`src/rtl/core/cst_pkg.sv`:
```
// shared types, constants and token functions for the c subset tokenizer
// no dependencies; used by every file under rtl/core
package cst_pkg;

    localparam int POS_W_DEFAULT = 32;
    localparam int Q_DEPTH       = 4;
    localparam int PREFIX_DEPTH  = 6;
    localparam int NUM_KW        = 9;
    localparam int HASH_SHIFT    = 5;
    localparam logic [31:0] HASH_MASK = 32'h7FFF_FFFF;
    localparam logic [7:0]  LEN_MAX   = 8'd255;

    localparam logic [4:0] KIND_MAIN   = 5'd2;
    localparam logic [4:0] KIND_ASSIGN = 5'd9;
    localparam logic [4:0] KIND_RELOP  = 5'd10;
    localparam logic [4:0] KIND_ADD    = 5'd11;
    localparam logic [4:0] KIND_MINUS  = 5'd12;
    localparam logic [4:0] KIND_STAR   = 5'd13;
    localparam logic [4:0] KIND_DIV    = 5'd14;
    localparam logic [4:0] KIND_MOD    = 5'd15;
    localparam logic [4:0] KIND_POWER  = 5'd16;
    localparam logic [4:0] KIND_AND    = 5'd17;
    localparam logic [4:0] KIND_SAND   = 5'd18;
    localparam logic [4:0] KIND_OR     = 5'd19;
    localparam logic [4:0] KIND_NOT    = 5'd20;
    localparam logic [4:0] KIND_LP     = 5'd21;
    localparam logic [4:0] KIND_RP     = 5'd22;
    localparam logic [4:0] KIND_LB     = 5'd23;
    localparam logic [4:0] KIND_RB     = 5'd24;
    localparam logic [4:0] KIND_LBRACE = 5'd25;
    localparam logic [4:0] KIND_RBRACE = 5'd26;
    localparam logic [4:0] KIND_SEMI   = 5'd27;
    localparam logic [4:0] KIND_COMMA  = 5'd28;
    localparam logic [4:0] KIND_MEMBER = 5'd29;
    localparam logic [4:0] KIND_ID     = 5'd30;
    localparam logic [4:0] KIND_INT    = 5'd31;

    localparam logic [2:0] RELOP_NONE = 3'd0;
    localparam logic [2:0] RELOP_GE   = 3'd0;
    localparam logic [2:0] RELOP_LE   = 3'd1;
    localparam logic [2:0] RELOP_EQ   = 3'd2;
    localparam logic [2:0] RELOP_NE   = 3'd3;
    localparam logic [2:0] RELOP_LT   = 3'd4;
    localparam logic [2:0] RELOP_GT   = 3'd5;

    localparam logic [7:0] CH_EQ     = 8'h3D;
    localparam logic [7:0] CH_LT     = 8'h3C;
    localparam logic [7:0] CH_GT     = 8'h3E;
    localparam logic [7:0] CH_BANG   = 8'h21;
    localparam logic [7:0] CH_AMP    = 8'h26;
    localparam logic [7:0] CH_BAR    = 8'h7C;
    localparam logic [7:0] CH_PLUS   = 8'h2B;
    localparam logic [7:0] CH_MINUS  = 8'h2D;
    localparam logic [7:0] CH_STAR   = 8'h2A;
    localparam logic [7:0] CH_SLASH  = 8'h2F;
    localparam logic [7:0] CH_PCT    = 8'h25;
    localparam logic [7:0] CH_CARET  = 8'h5E;
    localparam logic [7:0] CH_LPAR   = 8'h28;
    localparam logic [7:0] CH_RPAR   = 8'h29;
    localparam logic [7:0] CH_LBRK   = 8'h5B;
    localparam logic [7:0] CH_RBRK   = 8'h5D;
    localparam logic [7:0] CH_LCUR   = 8'h7B;
    localparam logic [7:0] CH_RCUR   = 8'h7D;
    localparam logic [7:0] CH_SEMI   = 8'h3B;
    localparam logic [7:0] CH_COMMA  = 8'h2C;
    localparam logic [7:0] CH_DOT    = 8'h2E;
    localparam logic [7:0] CH_UNDER  = 8'h5F;

    localparam logic [7:0] KW_TEXT [NUM_KW][PREFIX_DEPTH] = '{
        '{8'h76, 8'h6F, 8'h69, 8'h64, 8'h00, 8'h00},
        '{8'h69, 8'h6E, 8'h74, 8'h00, 8'h00, 8'h00},
        '{8'h6D, 8'h61, 8'h69, 8'h6E, 8'h00, 8'h00},
        '{8'h72, 8'h65, 8'h74, 8'h75, 8'h72, 8'h6E},
        '{8'h66, 8'h6F, 8'h72, 8'h00, 8'h00, 8'h00},
        '{8'h77, 8'h68, 8'h69, 8'h6C, 8'h65, 8'h00},
        '{8'h69, 8'h66, 8'h00, 8'h00, 8'h00, 8'h00},
        '{8'h65, 8'h6C, 8'h73, 8'h65, 8'h00, 8'h00},
        '{8'h73, 8'h74, 8'h72, 8'h75, 8'h63, 8'h74}
    };
    localparam logic [7:0] KW_LEN [NUM_KW] = '{
        8'd4, 8'd3, 8'd4, 8'd6, 8'd3, 8'd5, 8'd2, 8'd4, 8'd6
    };

    typedef enum logic [3:0] {
        MODE_IDLE = 4'b0001,
        MODE_OP   = 4'b0010,
        MODE_WORD = 4'b0100,
        MODE_NUM  = 4'b1000
    } t_mode;

    typedef logic [PREFIX_DEPTH-1:0][7:0] t_prefix;

    typedef struct packed {
        logic [7:0] char_byte;
        logic       end_of_input;
    } t_in_beat;

    typedef struct packed {
        logic [4:0]  token_kind;
        logic [2:0]  relop_kind;
        logic [31:0] attribute;
        logic        value_overflow;
        logic [31:0] token_start;
        logic [7:0]  token_length;
        logic        last_of_run;
    } t_out_beat;

    typedef struct packed {
        logic      vld;
        t_out_beat beat;
    } t_tok;

    typedef struct packed {
        logic      two;
        t_out_beat first;
        t_out_beat second;
    } t_step;

    typedef struct packed {
        logic  vld;
        t_step step;
    } t_step_xfer;

    typedef struct packed {
        logic       vld;
        logic [4:0] kind;
    } t_imm;

    function automatic logic is_alpha(logic [7:0] c);
        return (c >= 8'h61 && c <= 8'h7A) || (c >= 8'h41 && c <= 8'h5A);
    endfunction

    function automatic logic is_digit(logic [7:0] c);
        return c >= 8'h30 && c <= 8'h39;
    endfunction

    function automatic logic is_word(logic [7:0] c);
        return is_alpha(c) || is_digit(c) || c == CH_UNDER;
    endfunction

    function automatic logic is_pend(logic [7:0] c);
        return c == CH_EQ || c == CH_LT || c == CH_GT || c == CH_BANG
            || c == CH_AMP || c == CH_BAR;
    endfunction

    function automatic t_imm imm_kind(logic [7:0] c);
        t_imm r;
        r.vld  = 1'b1;
        r.kind = KIND_ADD;
        case (c)
            CH_PLUS:  r.kind = KIND_ADD;
            CH_MINUS: r.kind = KIND_MINUS;
            CH_STAR:  r.kind = KIND_STAR;
            CH_SLASH: r.kind = KIND_DIV;
            CH_PCT:   r.kind = KIND_MOD;
            CH_CARET: r.kind = KIND_POWER;
            CH_LPAR:  r.kind = KIND_LP;
            CH_RPAR:  r.kind = KIND_RP;
            CH_LBRK:  r.kind = KIND_LB;
            CH_RBRK:  r.kind = KIND_RB;
            CH_LCUR:  r.kind = KIND_LBRACE;
            CH_RCUR:  r.kind = KIND_RBRACE;
            CH_SEMI:  r.kind = KIND_SEMI;
            CH_COMMA: r.kind = KIND_COMMA;
            CH_DOT:   r.kind = KIND_MEMBER;
            default:  r.vld  = 1'b0;
        endcase
        return r;
    endfunction

    function automatic t_tok mk_tok(logic [4:0] kind, logic [2:0] relop, logic [31:0] attr,
                                    logic ovf, logic [31:0] start, logic [7:0] len);
        t_tok t;
        t.vld                 = 1'b1;
        t.beat.token_kind     = kind;
        t.beat.relop_kind     = relop;
        t.beat.attribute      = attr;
        t.beat.value_overflow = ovf;
        t.beat.token_start    = start;
        t.beat.token_length   = len;
        t.beat.last_of_run    = 1'b0;
        return t;
    endfunction

    // token for whatever is pending in the given scan state
    function automatic t_tok flush_tok(t_mode mode, logic [7:0] pend, t_prefix prefix,
                                       logic [7:0] len, logic [31:0] hash,
                                       logic [31:0] value, logic sat, logic [31:0] start);
        t_tok       t;
        logic       hit;
        logic       same;
        logic [4:0] kw;
        t   = '0;
        hit = 1'b0;
        kw  = '0;
        case (mode)
            MODE_OP: begin
                case (pend)
                    CH_EQ:   t = mk_tok(KIND_ASSIGN, RELOP_NONE, '0, 1'b0, start, 8'd1);
                    CH_LT:   t = mk_tok(KIND_RELOP, RELOP_LT, '0, 1'b0, start, 8'd1);
                    CH_GT:   t = mk_tok(KIND_RELOP, RELOP_GT, '0, 1'b0, start, 8'd1);
                    CH_BANG: t = mk_tok(KIND_NOT, RELOP_NONE, '0, 1'b0, start, 8'd1);
                    CH_AMP:  t = mk_tok(KIND_SAND, RELOP_NONE, '0, 1'b0, start, 8'd1);
                    default: t = '0;
                endcase
            end
            MODE_WORD: begin
                for (int k = NUM_KW - 1; k >= 0; k--) begin
                    same = (len == KW_LEN[k]);
                    for (int i = 0; i < PREFIX_DEPTH; i++) begin
                        if (8'(i) < KW_LEN[k] && prefix[i] != KW_TEXT[k][i]) begin
                            same = 1'b0;
                        end
                    end
                    if (same) begin
                        hit = 1'b1;
                        kw  = 5'(k);
                    end
                end
                if (!hit) begin
                    t = mk_tok(KIND_ID, RELOP_NONE, hash & HASH_MASK, 1'b0, start, len);
                end else if (kw == KIND_MAIN) begin
                    t = mk_tok(kw, RELOP_NONE, hash & HASH_MASK, 1'b0, start, len);
                end else begin
                    t = mk_tok(kw, RELOP_NONE, '0, 1'b0, start, len);
                end
            end
            MODE_NUM: t = mk_tok(KIND_INT, RELOP_NONE, value, sat, start, len);
            default:  t = '0;
        endcase
        return t;
    endfunction

endpackage

```
`src/rtl/core/c_subset_tokenizer_top.sv`:
```
// top level of the c subset tokenizer: front end, pair queue and output stage
// depends on cst_pkg, cst_front, cst_fifo, cst_back
//
// One source byte is taken per cycle while input ready is high and scanned in the same cycle;
// each byte yields zero, one or two tokens, which wait as a pair in a four-entry queue and
// leave one beat per cycle while the output is ready, via the queue and the output register.
// Bytes flow at one per cycle as long as they average no more than one token each; the single
// output beat per cycle sets the long-run rate, and bursts of two-token bytes are absorbed by
// the queue before input ready drops. A byte flagged as end of input flushes the pending token
// and restarts offsets at zero for the next stream. There is no startup pass after reset.
module c_subset_tokenizer_top #(
    parameter int POSITION_WIDTH = cst_pkg::POS_W_DEFAULT
) (
    input  logic               i_clk,
    input  logic               i_rst_n,
    input  logic               i_in_valid,
    output logic               o_in_ready,
    input  cst_pkg::t_in_beat  i_in_beat,
    output logic               o_out_valid,
    input  logic               i_out_ready,
    output cst_pkg::t_out_beat o_out_beat
);

    cst_pkg::t_step_xfer push;
    cst_pkg::t_step_xfer head;
    logic                q_full;
    logic                pop;

    cst_front #(
        .POSITION_WIDTH(POSITION_WIDTH)
    ) u_front (
        .i_clk      (i_clk),
        .i_rst_n    (i_rst_n),
        .i_in_valid (i_in_valid),
        .o_in_ready (o_in_ready),
        .i_in_beat  (i_in_beat),
        .i_q_full   (q_full),
        .o_push     (push)
    );

    cst_fifo u_fifo (
        .i_clk   (i_clk),
        .i_rst_n (i_rst_n),
        .i_push  (push),
        .o_full  (q_full),
        .o_head  (head),
        .i_pop   (pop)
    );

    cst_back u_back (
        .i_clk       (i_clk),
        .i_rst_n     (i_rst_n),
        .i_head      (head),
        .o_pop       (pop),
        .o_out_valid (o_out_valid),
        .i_out_ready (i_out_ready),
        .o_out_beat  (o_out_beat)
    );

    a_ovf_is_int: assert property (@(posedge i_clk) disable iff (!i_rst_n)
        o_out_valid && o_out_beat.value_overflow |->
            o_out_beat.token_kind == cst_pkg::KIND_INT
            && o_out_beat.attribute == 32'hFFFF_FFFF)
        else $error("overflow flag on a non-saturated token");

    a_relop_only: assert property (@(posedge i_clk) disable iff (!i_rst_n)
        o_out_valid && o_out_beat.token_kind != cst_pkg::KIND_RELOP |->
            o_out_beat.relop_kind == cst_pkg::RELOP_NONE)
        else $error("relop kind set on a non-relational token");

    a_pair_follows: assert property (@(posedge i_clk) disable iff (!i_rst_n)
        o_out_valid && i_out_ready && !o_out_beat.last_of_run |=>
            o_out_valid && o_out_beat.last_of_run)
        else $error("second token of a pair did not follow");

    a_len_nonzero: assert property (@(posedge i_clk) disable iff (!i_rst_n)
        o_out_valid |-> o_out_beat.token_length != 8'd0)
        else $error("token with zero length");

endmodule

```
`src/rtl/core/cst_front.sv`:
```
// front end: accepts source bytes, runs the scan state and builds token pairs
// depends on cst_pkg
module cst_front #(
    parameter int POSITION_WIDTH = cst_pkg::POS_W_DEFAULT
) (
    input  logic               i_clk,
    input  logic               i_rst_n,
    input  logic               i_in_valid,
    output logic               o_in_ready,
    input  cst_pkg::t_in_beat  i_in_beat,
    input  logic               i_q_full,
    output cst_pkg::t_step_xfer o_push
);

    cst_pkg::t_mode             r_mode, n_mode;
    logic [7:0]                 r_pend, n_pend;
    cst_pkg::t_prefix           r_prefix, n_prefix;
    logic [7:0]                 r_len, n_len;
    logic [31:0]                r_hash, n_hash;
    logic [31:0]                r_value, n_value;
    logic                       r_sat, n_sat;
    logic [POSITION_WIDTH-1:0]  r_start, n_start;
    logic [POSITION_WIDTH-1:0]  r_pos, n_pos;

    logic                       accept;
    logic [7:0]                 c;
    logic                       eoi;
    logic                       used;
    logic [35:0]                prod;
    cst_pkg::t_tok              p1, p2, p3, first, second;
    cst_pkg::t_imm              imm;

    function automatic logic [31:0] to_start(logic [POSITION_WIDTH-1:0] p);
        logic [63:0] w;
        w = 64'(p);
        return w[31:0];
    endfunction

    assign o_in_ready = i_rst_n && !i_q_full;
    assign accept     = i_in_valid && o_in_ready;
    assign c          = i_in_beat.char_byte;
    assign eoi        = i_in_beat.end_of_input;

    always_comb begin
        n_mode   = r_mode;
        n_pend   = r_pend;
        n_prefix = r_prefix;
        n_len    = r_len;
        n_hash   = r_hash;
        n_value  = r_value;
        n_sat    = r_sat;
        n_start  = r_start;
        n_pos    = r_pos + POSITION_WIDTH'(1);
        used     = 1'b0;
        p1       = '0;
        p2       = '0;
        p3       = '0;
        imm      = cst_pkg::imm_kind(c);
        prod     = ({4'b0, r_value} << 3) + ({4'b0, r_value} << 1) + 36'(c[3:0]);

        case (r_mode)
            cst_pkg::MODE_OP: begin
                n_mode = cst_pkg::MODE_IDLE;
                used   = 1'b1;
                if (c == cst_pkg::CH_EQ && r_pend == cst_pkg::CH_EQ) begin
                    p1 = cst_pkg::mk_tok(cst_pkg::KIND_RELOP, cst_pkg::RELOP_EQ, '0, 1'b0,
                                         to_start(r_start), 8'd2);
                end else if (c == cst_pkg::CH_EQ && r_pend == cst_pkg::CH_GT) begin
                    p1 = cst_pkg::mk_tok(cst_pkg::KIND_RELOP, cst_pkg::RELOP_GE, '0, 1'b0,
                                         to_start(r_start), 8'd2);
                end else if (c == cst_pkg::CH_EQ && r_pend == cst_pkg::CH_LT) begin
                    p1 = cst_pkg::mk_tok(cst_pkg::KIND_RELOP, cst_pkg::RELOP_LE, '0, 1'b0,
                                         to_start(r_start), 8'd2);
                end else if (c == cst_pkg::CH_EQ && r_pend == cst_pkg::CH_BANG) begin
                    p1 = cst_pkg::mk_tok(cst_pkg::KIND_RELOP, cst_pkg::RELOP_NE, '0, 1'b0,
                                         to_start(r_start), 8'd2);
                end else if (c == cst_pkg::CH_AMP && r_pend == cst_pkg::CH_AMP) begin
                    p1 = cst_pkg::mk_tok(cst_pkg::KIND_AND, cst_pkg::RELOP_NONE, '0, 1'b0,
                                         to_start(r_start), 8'd2);
                end else if (c == cst_pkg::CH_BAR && r_pend == cst_pkg::CH_BAR) begin
                    p1 = cst_pkg::mk_tok(cst_pkg::KIND_OR, cst_pkg::RELOP_NONE, '0, 1'b0,
                                         to_start(r_start), 8'd2);
                end else begin
                    used = 1'b0;
                    p1   = cst_pkg::flush_tok(r_mode, r_pend, r_prefix, r_len, r_hash,
                                              r_value, r_sat, to_start(r_start));
                end
            end
            cst_pkg::MODE_WORD: begin
                if (cst_pkg::is_word(c)) begin
                    used = 1'b1;
                    if (r_len < 8'(cst_pkg::PREFIX_DEPTH)) begin
                        n_prefix[r_len[2:0]] = c;
                    end
                    n_hash = (r_hash << cst_pkg::HASH_SHIFT) + {24'b0, c};
                    n_len  = (r_len == cst_pkg::LEN_MAX) ? r_len : r_len + 8'd1;
                end else begin
                    n_mode = cst_pkg::MODE_IDLE;
                    p1     = cst_pkg::flush_tok(r_mode, r_pend, r_prefix, r_len, r_hash,
                                                r_value, r_sat, to_start(r_start));
                end
            end
            cst_pkg::MODE_NUM: begin
                if (cst_pkg::is_digit(c)) begin
                    used = 1'b1;
                    if (prod[35:32] != 4'd0) begin
                        n_value = 32'hFFFF_FFFF;
                        n_sat   = 1'b1;
                    end else begin
                        n_value = prod[31:0];
                    end
                    n_len = (r_len == cst_pkg::LEN_MAX) ? r_len : r_len + 8'd1;
                end else begin
                    n_mode = cst_pkg::MODE_IDLE;
                    p1     = cst_pkg::flush_tok(r_mode, r_pend, r_prefix, r_len, r_hash,
                                                r_value, r_sat, to_start(r_start));
                end
            end
            default: ;
        endcase

        if (!used) begin
            if (cst_pkg::is_pend(c)) begin
                n_mode  = cst_pkg::MODE_OP;
                n_pend  = c;
                n_start = r_pos;
            end else if (imm.vld) begin
                p2 = cst_pkg::mk_tok(imm.kind, cst_pkg::RELOP_NONE, '0, 1'b0,
                                     to_start(r_pos), 8'd1);
            end else if (cst_pkg::is_alpha(c) || c == cst_pkg::CH_UNDER) begin
                n_mode      = cst_pkg::MODE_WORD;
                n_prefix[0] = c;
                n_hash      = {24'b0, c};
                n_len       = 8'd1;
                n_start     = r_pos;
            end else if (cst_pkg::is_digit(c)) begin
                n_mode  = cst_pkg::MODE_NUM;
                n_value = {28'b0, c[3:0]};
                n_sat   = 1'b0;
                n_len   = 8'd1;
                n_start = r_pos;
            end
        end

        if (eoi) begin
            p3      = cst_pkg::flush_tok(n_mode, n_pend, n_prefix, n_len, n_hash,
                                         n_value, n_sat, to_start(n_start));
            n_mode  = cst_pkg::MODE_IDLE;
            n_pend  = '0;
            n_len   = '0;
            n_hash  = '0;
            n_value = '0;
            n_sat   = 1'b0;
            n_start = '0;
            n_pos   = '0;
        end

        // compact the up to two tokens in stream order
        first  = p1.vld ? p1 : (p2.vld ? p2 : p3);
        second = p1.vld ? (p2.vld ? p2 : p3) : '0;
        first.beat.last_of_run  = !second.vld;
        second.beat.last_of_run = 1'b1;
    end

    assign o_push.vld         = accept && first.vld;
    assign o_push.step.two    = second.vld;
    assign o_push.step.first  = first.beat;
    assign o_push.step.second = second.beat;

    always_ff @(posedge i_clk) begin
        if (!i_rst_n) begin
            r_mode  <= cst_pkg::MODE_IDLE;
            r_pend  <= '0;
            r_len   <= '0;
            r_hash  <= '0;
            r_value <= '0;
            r_sat   <= 1'b0;
            r_start <= '0;
            r_pos   <= '0;
        end else if (accept) begin
            r_mode  <= n_mode;
            r_pend  <= n_pend;
            r_len   <= n_len;
            r_hash  <= n_hash;
            r_value <= n_value;
            r_sat   <= n_sat;
            r_start <= n_start;
            r_pos   <= n_pos;
        end
    end

    always_ff @(posedge i_clk) begin
        if (accept) begin
            r_prefix <= n_prefix;
        end
    end

endmodule

```
`src/rtl/core/cst_fifo.sv`:
```
// short queue of token pairs between the front end and the output stage
// depends on cst_pkg
module cst_fifo (
    input  logic                i_clk,
    input  logic                i_rst_n,
    input  cst_pkg::t_step_xfer i_push,
    output logic                o_full,
    output cst_pkg::t_step_xfer o_head,
    input  logic                i_pop
);

    localparam int DEPTH = cst_pkg::Q_DEPTH;
    localparam int PTR_W = (DEPTH > 1) ? $clog2(DEPTH) : 1;
    localparam int CNT_W = $clog2(DEPTH + 1);

    cst_pkg::t_step      r_mem [DEPTH];
    logic [PTR_W-1:0]    r_wr_ptr, r_rd_ptr;
    logic [CNT_W-1:0]    r_count;
    logic                do_push;
    logic                do_pop;

    assign o_full      = (r_count == CNT_W'(DEPTH));
    assign o_head.vld  = (r_count != '0);
    assign o_head.step = r_mem[r_rd_ptr];
    assign do_push     = i_push.vld && !o_full;
    assign do_pop      = i_pop && o_head.vld;

    always_ff @(posedge i_clk) begin
        if (!i_rst_n) begin
            r_wr_ptr <= '0;
            r_rd_ptr <= '0;
            r_count  <= '0;
        end else begin
            if (do_push) begin
                r_wr_ptr <= (r_wr_ptr == PTR_W'(DEPTH - 1)) ? '0 : r_wr_ptr + PTR_W'(1);
            end
            if (do_pop) begin
                r_rd_ptr <= (r_rd_ptr == PTR_W'(DEPTH - 1)) ? '0 : r_rd_ptr + PTR_W'(1);
            end
            if (do_push && !do_pop) begin
                r_count <= r_count + CNT_W'(1);
            end else if (!do_push && do_pop) begin
                r_count <= r_count - CNT_W'(1);
            end
        end
    end

    always_ff @(posedge i_clk) begin
        if (do_push) begin
            r_mem[r_wr_ptr] <= i_push.step;
        end
    end

endmodule

```
`src/rtl/core/cst_back.sv`:
```
// output stage: splits queued token pairs into single beats on the result channel
// depends on cst_pkg
module cst_back (
    input  logic                i_clk,
    input  logic                i_rst_n,
    input  cst_pkg::t_step_xfer i_head,
    output logic                o_pop,
    output logic                o_out_valid,
    input  logic                i_out_ready,
    output cst_pkg::t_out_beat  o_out_beat
);

    logic               r_vld;
    logic               r_second;
    cst_pkg::t_out_beat r_out;
    cst_pkg::t_out_beat r_hold;
    logic               load;

    assign load        = !r_vld || i_out_ready;
    assign o_pop       = load && !r_second && i_head.vld;
    assign o_out_valid = r_vld;
    assign o_out_beat  = r_out;

    always_ff @(posedge i_clk) begin
        if (!i_rst_n) begin
            r_vld    <= 1'b0;
            r_second <= 1'b0;
        end else if (load) begin
            if (r_second) begin
                r_vld    <= 1'b1;
                r_second <= 1'b0;
            end else if (i_head.vld) begin
                r_vld    <= 1'b1;
                r_second <= i_head.step.two;
            end else begin
                r_vld <= 1'b0;
            end
        end
    end

    always_ff @(posedge i_clk) begin
        if (load) begin
            if (r_second) begin
                r_out <= r_hold;
            end else if (i_head.vld) begin
                r_out  <= i_head.step.first;
                r_hold <= i_head.step.second;
            end
        end
    end

endmodule
```
`config.mk`:
```
export PLATFORM = sky130hd
export DESIGN_NAME = c_subset_tokenizer_top
export DESIGN_NICKNAME = d
export VERILOG_FILES = /design/src/rtl/core/cst_pkg.sv /design/src/rtl/core/c_subset_tokenizer_top.sv /design/src/rtl/core/cst_front.sv /design/src/rtl/core/cst_fifo.sv /design/src/rtl/core/cst_back.sv
export SDC_FILE = /design/constraint.sdc
export NUM_CORES = 2
export LEC_CHECK = 0
export BUFFER_PORTS_ARGS = -buffer_cell sky130_fd_sc_hd__buf_2
export CORE_UTILIZATION = 45
export CTS_CLUSTER_SIZE = 20
export DETAILED_ROUTE_END_ITERATION = 6
export SLEW_MARGIN = 20
export SYNTH_ARGS = -nofsm -noshare
export SYNTH_HDL_FRONTEND = slang
export SYNTH_HIERARCHICAL = 1
export SYNTH_SLANG_ARGS = --single-unit
```
`constraint.sdc`:
```
create_clock -name i_clk -period 24.1 [get_ports i_clk]
set_input_delay 3.615 -clock i_clk [delete_from_list [all_inputs] [get_ports i_clk]]
set_output_delay 3.615 -clock i_clk [all_outputs]
set_load 0.02 [all_outputs]
```
==> reports/metrics.sh <==
ROUTED-VIA-COUNT=28830
REPORT.FINAL.SLEW_VIOL_COUNT=0
SYNTH_TOP_FAMILY_BY_AREA='multiplexers'
POWER.LEAKAGE_nW=17.20
GRT_USAGE=0.2412
POST_DRT_WL_PER_CELL_UM=26.32
GR-TOTAL-OVERFLOW=0
SYNTH_EDF_COUNT=872
OVERALL_ROUTED_NET_LENGTH_UM=125800
ROW_COUNT=117
FINAL.FILL_COUNT=8598
TRITONCTS='yes'
CTS_REPAIR_RESIZE_COUNT=0
SYNTH.MUX.AREA_FRACTION=0.1107
FLOORPLAN.INITIALDENSITY=0.4559
INITIALDRTVIOLATIONCOUNT=2838
GRT_FIRST_PASS_WIRELENGTH_UM=188300
RSZ0062_AT_GRT='false'
POSTSYNTHAREAPERCELL_UM2=14.35
PERIOD_NEEDED_NS=9.729
SYNTH-ASYNC-RESET-RATIO=0
SYNTH.DISTINCT_CELLS=108
HPWLAFTERDP_UM=80530
WORST_HOLD_PATH_TYPE='flop to flop'
HOLD_VIOLATIONS=0
CAP_VIOLATIONS=0
DRT-VIAS-PER-INSTANCE=6.032
SLEW_HEADROOM=0.2143
SYNTHXORXNORAREAFRAC=0.01352
CRITICALPATHCATEGORY='input port to flop'
CP_MAX_FO=55
ANTENNA_FOUND_INITIAL=1
POST_CTS_HOLD_BUFFER_COUNT=0
FLOORPLAN.DIE.WIDTH_UM=324.0
FIN_AREA_UM2=51690
FRACTION_OF_THE_YOSYS_AREA_TAKEN_BY_SEQUENTIAL_CELLS=0.6296
FLOORPLAN.DIE_AREA_UM2=105000
SYNTH_SIMPLE_GATE_AREA_FRAC=0.1000
PLACED_CELL_AREA_UM2=48220
POSTCTSSETUPBUFFERS=0
GP_CONGESTION=0.9464
SETUP.WORST_PATH.START_CLASS='input port'
FINALCLOCKSKEW_NS=0.03155
SYNTH-WARNING-COUNT=6
CRITICAL_PATH_ARRIVAL_NS=10.04
VDD_DROP_MAX_V=0.00008516
CTS_MADE_BUFFERS=104
CLK_TRANSITION_REPORTED_PATHS_NS=0.06
PORT_BUFFERS=96
POST-ROUTE-PERIOD-UTIL=0.4037
DRT_FIRST_PASS_ITERS=6
SYN_INST=3250
LAYOUT_COMMON_CELLS='872 x edfxtp_1, 227 x nand2_1, 215 x nor2_1, 165 x mux4_2, 156 x dfxtp_1'
CTS-ROOT-TO-SINK-BUFFERS=3
SYNTH_COMPOUND_AREA_FRAC=0.09192
DETAIL-ROUTE-ANTENNA-NETS=0
SYNTHFLOPTYPE='edfxtp_1'
CTS_NUM_SINKS=1031
SYNTH_ADDER_AREA_SHARE=0.02237
SYNTH_SEQ_CELLS=1031
NNETSFINAL=3414
CLKLATENCYLATEPIN_NS=0.71
MAPPEDNETLISTAREA_UM2=46650
CRITPATHMOSTFREQUENTCELL='buf_4'
CLOCKROOTBUFFER='clkbuf_16'
POWER_DENSITY_nW_PER_UM2=90.47
SETUP_VIOL_COUNT_FINAL=0
GRT_PASS1_VIAS=28790
FLOORPLAN_CORE_AREA_UM2=102300
TIGHTESTPINTRANSITION_NS=1.168
CRITICAL_PATH.MAX_STAGE_DELAY_NS=0.83
CRIT_PATH_TOP_DELAY_CELL='and2_4'
FINAL_CORE_UTIL=0.5051
TIMING.CRITICAL_PATH.REQUIRED_NS=24.42
GRT_START_MAX_NET_PINS=166
FINAL_LAYOUT_SIZE_SUFFIX_GT1_FRAC=0.1868
I_O_PIN_CNT=97
CTSHTREEMAXLEVEL=3
DRC=0
MAX_FREQ_MHz=102.8
FLOW.AREA_GROWTH_FROM_SYNTHESIS_PCT=10.80
SETUP.WORST_PATH.END_CLASS='flop'
DIEHEIGHT_UM=324.0
PRE_CTS_WS_NS=13.40
FINALWORSTSETUPSLACK_NS=14.37
OUTCOME='completed'
PATH_CELLS='buf_2 -> buf_4 -> or4_1 -> a21o_1 -> a21oi_4 -> buf_4 -> nand2_1 -> nor2_1 -> nand2_1 -> nor2_1 -> o21ai_0 -> and2_1 -> a21oi_1 -> nor2b_1 -> and2_4 -> buf_4 -> buf_4'
SETUP_TNS_NS=0
FINAL_COMMON_CELL='edfxtp_1'
## final timing paths
kind | end | slack, ns | cells after the start | start
max | u_fifo/r_mem[3][65]$_DFFE_PP_ | 14.37 | 17 | i_in_beat[4]
min | u_front/r_sat$_SDFFE_PN0P_ | 0.48 | 2 | u_front/r_sat$_SDFFE_PN0P_
max reg2reg | u_fifo/r_mem[3][65]$_DFFE_PP_ | 17.46 | 15 | u_front/r_mode[2]$_SDFFE_PN0P_
min reg2reg | u_front/r_sat$_SDFFE_PN0P_ | 0.48 | 2 | u_front/r_sat$_SDFFE_PN0P_
## cell usage after synthesis (all sizes together) (54+ instances only)
cell | n | area [um^2]
buf | 108 | 922.1
mux2 | 103 | 1216
mux4 | 165 | 3716
dfxtp | 159 | 3183
nor2 | 221 | 842.1
edfxtp | 872 | 26190
nand2 | 229 | 862.1
a21oi | 111 | 563.0
ha | 77 | 963.4
a22oi | 91 | 683.2
o21ai | 119 | 595.6
nand3 | 71 | 365.3
nor2b | 65 | 406.6
a22o | 68 | 595.6
nor3 | 54 | 297.8
clkbuf | 111 | 416.7
## layer usage
layer	global-route usage	vias to the layer above	wire length, um
met4	0.07757	2	3819
met5	0	-	13
met1	0.3342	14710	54470
met3	0.03865	234	7933
li1	-	12820	-
met2	0.3886	1064	59520
## critical path, delay by kind of cell
family                 cells  cell delay [ns]
AO/OA/AOI/OAI              4             0.63
buffers and inverters      5             2.30
AND/OR/NAND/NOR            8             3.29
## kinds of logic after synthesis
family                   after synthesis
flip-flops                          1031
adder cells (fa/ha/maj)               81
multiplexers                         291
AO/OA/AOI/OAI                        617
AND/OR/NAND/NOR                      899
other                                  2
XOR/XNOR                              72
buffers and inverters                257
## area by class of cell
type	instances	area, um^2	share of cell area
Antenna cell	1	2.502	0.00004842
Tap cell	1368	1712	0.03312
Sequential cell	1031	29380	0.5684
Inverter	38	142.6	0.002760
Clock buffer	140	2828	0.05471
Clock inverter	56	586.8	0.01135
Timing Repair Buffer	150	999.7	0.01934
Multi-Input combinational cell	1995	16040	0.3102
## power breakdown
group | internal (W) | switching [W] | total [W]
combinational | 0.000283 | 0.000501 | 0.000784
clock | 0.000915 | 0.000691 | 0.00161
sequential | 0.00220 | 0.0000848 | 0.00229
total | 0.00340 | 0.00128 | 0.00468
## sequential cells by signal, indices dropped and copies added, names as in the netlist, named ones only
| register | cells |
|---|---|
| u_fifo/r_rd_ptr | 2 |
| u_front/r_value | 32 |
| u_back/r_hold | 82 |
| u_fifo/r_mem | 660 |
| u_front/r_hash | 31 |
| u_front/r_sat | 1 |
| u_back/o_out_valid | 1 |
| u_front/r_mode | 4 |
| u_back/o_out_beat | 82 |
| u_fifo/r_wr_ptr | 2 |
| u_front/r_prefix | 48 |
| u_front/r_pend | 8 |
| u_fifo/r_count | 3 |
| u_front/r_pos | 32 |
| u_front/r_len | 8 |
| u_back/r_second | 1 |
| u_front/r_start | 32 |
## per-stage QoR
step,instances,hold WS (ns),power (W)
after floorplan,3283,0.4175,0.002893
after CTS,4776,0.4682,0.004742
final,4779,0.4753,0.004676
after global placement,4578,0.4369,0.003115
after global routing,4778,0.4856,0.004866
after detailed placement,4580,0.4544,0.003126
No activity file was read; power rests on OpenSTA's default activity.
